`config.mk`:
```
export PLATFORM = sky130hd
export DESIGN_NAME = tci_ctrl
export DESIGN_NICKNAME = d
export VERILOG_FILES = /design/src/design/tci_pkg.sv /design/src/design/tci_ctrl.sv
export SDC_FILE = /design/constraint.sdc
export NUM_CORES = 1
export LEC_CHECK = 0
export ABC_AREA = 1
export BUFFER_PORTS_ARGS = -buffer_cell sky130_fd_sc_hd__buf_2
export CORE_AREA = 2 2 39 41
export DETAILED_ROUTE_END_ITERATION = 12
export DIE_AREA = 0 0 41 43
export PLACE_DENSITY_LB_ADDON = 0.12
export RECOVER_POWER = 25
export SETUP_SLACK_MARGIN = 0.15
export SLEW_MARGIN = 20
export SYNTH_ARGS = -nofsm -noshare
export SYNTH_HDL_FRONTEND = slang
export SYNTH_SLANG_ARGS = --single-unit
```
`constraint.sdc`:
```
create_clock -name clk -period 1.7 [get_ports clk]
set_clock_uncertainty 0.2 [all_clocks]
set_input_delay 0.17 -clock clk [delete_from_list [all_inputs] [get_ports clk]]
set_output_delay 0.17 -clock clk [all_outputs]
set_load 0.005 [all_outputs]
```
`src/design/tci_pkg.sv`:
```
`timescale 1ns / 1ps
// Shared types and constants for the thermistor curve interpolator.
// Holds the curve ROM, per-code span and limits, status codes and the
// controller/datapath command and status structs. No dependencies.
package tci_pkg;

  localparam int SEGMENTS   = 16;
  localparam int NUM_CODES  = 10;
  localparam int NUM_CURVES = 5;

  localparam int CODE_W  = 4;
  localparam int ADC_W   = 10;
  localparam int TEMP_W  = 20;
  localparam int STAT_W  = 2;
  localparam int SEG_W   = 4;   // segment index, 0..SEGMENTS-1
  localparam int IDX_W   = 5;   // curve point index, 0..SEGMENTS
  localparam int CURVE_W = 3;
  localparam int QUOT_W  = 7;   // in-segment fraction, 0..100
  localparam int NUM_W   = 17;  // (e[i]-adc)*100 up to 102300
  localparam int WORK_W  = 11;  // fraction + 100*segment, up to 1600
  localparam int SPAN_W  = 15;
  localparam int PROD_W  = 26;  // span * work
  localparam int SCL_W   = 19;  // span * work / 100, up to 342000
  localparam int CNT_W   = 3;

  // floor(x/100) == (x * RECIP_100) >> RECIP_SHIFT for every x below 2^30
  localparam int RECIP_W     = 27;
  localparam int RECIP_SHIFT = 33;
  localparam logic [RECIP_W-1:0] RECIP_100 = 27'd85899346;

  typedef enum logic [STAT_W-1:0] {
    STS_INTERP = 2'd0,
    STS_LOW    = 2'd1,
    STS_HIGH   = 2'd2
  } status_t;

  localparam logic [ADC_W-1:0] CURVE_ROM [NUM_CURVES][SEGMENTS+1] = '{
    '{10'd932, 10'd844, 10'd716, 10'd564, 10'd412, 10'd284, 10'd192, 10'd128, 10'd84,
      10'd56, 10'd40, 10'd28, 10'd20, 10'd16, 10'd12, 10'd8, 10'd4},
    '{10'd988, 10'd964, 10'd924, 10'd862, 10'd778, 10'd682, 10'd572, 10'd462, 10'd364,
      10'd282, 10'd214, 10'd164, 10'd128, 10'd100, 10'd76, 10'd62, 10'd48},
    '{10'd932, 10'd860, 10'd760, 10'd640, 10'd508, 10'd384, 10'd280, 10'd200, 10'd140,
      10'd100, 10'd72, 10'd52, 10'd36, 10'd28, 10'd20, 10'd16, 10'd12},
    '{10'd976, 10'd948, 10'd906, 10'd842, 10'd764, 10'd670, 10'd566, 10'd466, 10'd376,
      10'd296, 10'd234, 10'd180, 10'd144, 10'd114, 10'd90, 10'd76, 10'd60},
    '{10'd984, 10'd952, 10'd908, 10'd844, 10'd764, 10'd668, 10'd564, 10'd460, 10'd368,
      10'd288, 10'd220, 10'd168, 10'd132, 10'd100, 10'd76, 10'd60, 10'd48}
  };

  localparam logic [SPAN_W-1:0] CODE_SPAN [NUM_CODES] = '{
    15'd11875, 15'd21375, 15'd10000, 15'd18000, 15'd10000,
    15'd18000, 15'd10000, 15'd18000, 15'd10000, 15'd18000
  };

  localparam logic signed [TEMP_W-1:0] CODE_LOW [NUM_CODES] = '{
    -20'sd40000, -20'sd40000, -20'sd40000, -20'sd40000, -20'sd40000,
    -20'sd40000, -20'sd40000, -20'sd40000, -20'sd50000, -20'sd58000
  };

  localparam logic signed [TEMP_W-1:0] CODE_HIGH [NUM_CODES] = '{
    20'sd150000, 20'sd302000, 20'sd120000, 20'sd248000, 20'sd120000,
    20'sd248000, 20'sd120000, 20'sd248000, 20'sd110000, 20'sd230000
  };

  function automatic logic [ADC_W-1:0] curve_entry(input logic [CURVE_W-1:0] curve,
                                                   input logic [IDX_W-1:0]   idx);
    return CURVE_ROM[curve][idx];
  endfunction

  typedef struct packed {
    logic              load_in;
    logic              check;
    logic              search;
    logic              dsetup;
    logic              div;
    logic              mul1;
    logic              mul2;
    logic              add;
    logic              load_out;
    logic [CNT_W-1:0]  bitpos;
  } dp_cmd_t;

  typedef struct packed {
    logic clamp;
  } dp_sts_t;

endpackage

```
`src/design/tci_ctrl.sv`:
```
`timescale 1ns / 1ps
// Controller: sequences check, search, division and scaling steps and
// owns the input ready and output valid flags. Uses tci_pkg.
module tci_ctrl (
  input  logic             clk,
  input  logic             rst_n,
  input  logic             in_valid,
  output logic             in_ready,
  output logic             out_valid,
  input  logic             out_ready,
  input  tci_pkg::dp_sts_t sts,
  output tci_pkg::dp_cmd_t cmd
);

  typedef enum logic [3:0] {
    ST_IDLE,
    ST_CHECK,
    ST_SEARCH,
    ST_DSETUP,
    ST_DIV,
    ST_MUL1,
    ST_MUL2,
    ST_ADD,
    ST_FINISH
  } state_t;

  state_t                    state_r;
  logic [tci_pkg::CNT_W-1:0] cnt_r;
  logic                      out_valid_r;

  always_comb begin
    cmd          = '0;
    cmd.load_in  = (state_r == ST_IDLE) && in_valid;
    cmd.check    = state_r == ST_CHECK;
    cmd.search   = state_r == ST_SEARCH;
    cmd.dsetup   = state_r == ST_DSETUP;
    cmd.div      = state_r == ST_DIV;
    cmd.mul1     = state_r == ST_MUL1;
    cmd.mul2     = state_r == ST_MUL2;
    cmd.add      = state_r == ST_ADD;
    cmd.load_out = (state_r == ST_FINISH) && (!out_valid_r || out_ready);
    cmd.bitpos   = cnt_r;
  end

  always_ff @(posedge clk) begin
    if (!rst_n) begin
      state_r     <= ST_IDLE;
      cnt_r       <= '0;
      out_valid_r <= 1'b0;
    end else begin
      if (cmd.load_out) begin
        out_valid_r <= 1'b1;
      end else if (out_ready) begin
        out_valid_r <= 1'b0;
      end
      case (state_r)
        ST_IDLE: begin
          if (in_valid) begin
            state_r <= ST_CHECK;
          end
        end
        ST_CHECK: begin
          if (sts.clamp) begin
            state_r <= ST_FINISH;
          end else begin
            state_r <= ST_SEARCH;
            cnt_r   <= tci_pkg::CNT_W'(tci_pkg::SEG_W - 1);
          end
        end
        ST_SEARCH: begin
          if (cnt_r == '0) begin
            state_r <= ST_DSETUP;
          end else begin
            cnt_r <= cnt_r - 1'b1;
          end
        end
        ST_DSETUP: begin
          state_r <= ST_DIV;
          cnt_r   <= tci_pkg::CNT_W'(tci_pkg::QUOT_W - 1);
        end
        ST_DIV: begin
          if (cnt_r == '0) begin
            state_r <= ST_MUL1;
          end else begin
            cnt_r <= cnt_r - 1'b1;
          end
        end
        ST_MUL1:   state_r <= ST_MUL2;
        ST_MUL2:   state_r <= ST_ADD;
        ST_ADD:    state_r <= ST_FINISH;
        ST_FINISH: begin
          // hold the result until the output register is free
          if (cmd.load_out) begin
            state_r <= ST_IDLE;
          end
        end
        default: state_r <= ST_IDLE;
      endcase
    end
  end

  assign in_ready  = state_r == ST_IDLE;
  assign out_valid = out_valid_r;

endmodule

```
==> flow_summary.toml <==
[status]
status = "finished clean"

[min_path]
min_from = "out_ready"
endpoint_worst_hold = "out_valid"
hold_path.class = "input pin to register"
holdPathStages = 4

[worst_setup_path]
worst_ep_arrival_time_ns = 1.14
critical-path-max-stage-delay_ns = 0.36
cp-end-kind = "output port"
reg2reg_depth = 8
r2r_start = "cnt_r[0]"
rr_endpoint = "cnt_r[2]"
path_cells = "nor2_4, nand3_2, nor2_2, buf_2"
cp_data_required_time_ns = 1.33
timing.setup.critical_path_class = "register to output port"
path_max_fanout = 5
worst_setup_start_kind = "register"
crit_path_top_delay_cell = "dfxtp_4"
regToRegSetupSlack_ns = 0.20

[grt]
gr-total-overflow = 0
track_usage_pct = 15.8
largest_net_degree_at_the_start_of_global_routing = 7
antenna_found_initial = 0
first_global_vias = 500
grt_pass1_wl_um = 1940

[pwr]
comb_power_share_pct = 42.2
irDropWorstVdd_v = 0.000432
power.share.sequential_pct = 37.0
internal_power_uw = 424
p_per_area_nw_per_um2 = 927
power.net_switching_uw = 258
power_frac_clock_pct = 20.8
leakagePower_uw = 0.000429
power_switching_share_pct = 37.8

[sta]
post-route-period-util_pct = 88.8
worst-slew-pin-transition_ns = 0.240
setup_viol = 0
fin_tns_setup_ns = 0
grt_setup_unrepaired = "true"
min_period_ns = 1.51
slew-limit-headroom_pct = 83.9
maxSlewViolCount = 0
number_of_hold_violations_in_the_final_report = 0
maxClockFrequency_mhz = 662

[finish]
final_util_pct = 53.2
layout-drive-gt1-share_pct = 38.4
antenna_cells = 0
design.final.nets = 121
multi_input_area_um2 = 334
num-fill-cells = 152
seqCellArea_um2 = 170
area_delta_synth_final_pct = 38.0

[clocking]
numCtsBuffers = 3
cts.reportedPaths.clkPinSlew_ns = 0.05
clock_tree_from_tritoncts = "done"
cts.htree.levels = 1
clk_root_buffer_cell = "clkbuf_4"
clock_sink_count = 8
cts.path.max_buffers = 2
clkLatencyLatePin_ns = 0.25

[floorplanning]
floorplan.initialDensity_pct = 38.5
io_pins = 19
core_um2 = 1380
floorplan.die.width_um = 41
dieArea_um2 = 1760
die_height_um = 43
placement_rows = 14

[route]
remaining_drc_errors = 0
routed_wire_length_per_instance_um = 9.79
vias = 611
drt-total-wl_um = 1250
ant_nets = 0
detailedRoute.firstPassIterationCount = 4
detail_route.vias_per_cell = 4.77
detail_route.iter0.violations = 14

[placed_design]
hpwl_um = 980
finalWeightedCongestion = 0.746
io_buffers = 18

[flow_run]
drv.max_cap_violation_count = 0

[synth]
synth_nets = 96
mappedNetlistArea_um2 = 533
average_size_of_a_mapped_cell_um2 = 5.99
post_synth_num_cell_types = 16
post_synthesis_sequential_element_count = 8
synth_warnings = 0
post_synth_inst_count = 89
synth.yosys.seq_area_share_pct = 30.0
[worst max path at each step]
| stage | from | to |
|---|---|---|
| after global placement | cnt_r[0] | cnt_r[1] |
| final | state_r[1] | cmd[3] |
| after CTS | state_r[1] | cmd[9] |
| after global routing | state_r[1] | cmd[3] |
| after floorplan | cnt_r[0] | cnt_r[2] |
| after detailed placement | cnt_r[0] | cnt_r[1] |
[registers in the layout, indices dropped and copies added (netlist names)]
| name | count |
|---|---|
| cnt_r | 3 |
| out_valid | 1 |
| state_r | 4 |
[cell usage in the layout, fill, tap and decap left out, drive strengths merged]
master / count
inv: 22
nor4: 1
ha: 2
nand4: 2
clkbuf: 4
nand3: 5
o21ai: 2
dfxtp: 8
nor3: 2
buf: 18
o22ai: 1
a21oi: 5
dlygate4sd3: 1
nand3b: 1
or2: 1
nor2: 20
nand2: 17
[synthesized netlist by cell type (all sizes together)]
library cell  count  area share (%)
nand3             5             4.7
o21ai             2             1.9
inv              22              15
nor2             20              16
nand2            17              13
nor3              2             1.9
nand3b            1             1.4
a21oi             5             4.7
dfxtp             8              30
nand4             2             2.3
o22ai             1             1.2
nor4              1             1.2
or2               1             1.2
ha                2             4.7
[power groups by stage]
| stage | Clock [uW] | Combinational [uW] | Sequential, uW |
|---|---|---|---|
| final | 142 | 288 | 252 |
| after global routing | 163 | 331 | 258 |
| after global placement | 0 | 263 | 246 |
| after detailed placement | 0 | 266 | 246 |
| after CTS | 150 | 276 | 246 |
| after floorplan | 0 | 184 | 246 |
[area by class of cell]
type / instances / share of cell area [%]
Timing Repair Buffer: 20 / 14.5
Sequential cell: 8 / 23.1
Clock buffer: 3 / 3.06
Tap cell: 16 / 2.72
Inverter: 22 / 11.2
Multi-Input combinational cell: 59 / 45.4
[worst max-delay path: cells and delay by family, from the launching register on]
| kind | cells | cell delay, ns |
|---|---|---|
| buf+inv | 1 | 0.12 |
| flops | 1 | 0.36 |
| simple gates | 3 | 0.40 |
[logic make-up (layout without fill, tap and decap cells)]
| group | count (synthesis) | after routing | share of synthesized area [%] |
|---|---|---|---|
| AO/OA/AOI/OAI | 8 | 8 | 7.75 |
| adder cells (fa/ha/maj) | 2 | 2 | 4.69 |
| buffers and inverters | 22 | 45 | 15.5 |
| flip-flops | 8 | 8 | 30.0 |
| AND/OR/NAND/NOR | 49 | 49 | 42.0 |
[metal layers]
metal	share of wire [%]	global-route usage, %
met5	0	0
met4	1.4	10.0
met1	48	24.4
met3	4.4	1.57
met2	46	20.0
[repair_timing]
item                                   in CTS  in global routing
setup endpoints to repair                   4                 12
gates resized for setup                     3                 17
cloned                                      0                  0
hold buffers                                1                  0
setup buffers                               0                  1
endpoints found under the hold margin       3                  0
pin swaps                                   0                  6
[through the flow]
stage / cell area [um2] / hold WS [ns] / power (uW) / setup WS (ns) / std cells
after floorplan: 533 / 0.0676 / 429 / 0.228 / 89
after global placement: 643 / 0.257 / 509 / 0.154 / 123
after detailed placement: 643 / 0.251 / 512 / 0.147 / 123
after CTS: 686 / 0.0406 / 671 / 0.140 / 127
after global routing: 736 / 0.102 / 752 / 0.125 / 128
final: 736 / 0.0608 / 682 / 0.190 / 128
No activity file was read; power rests on OpenSTA's default activity.
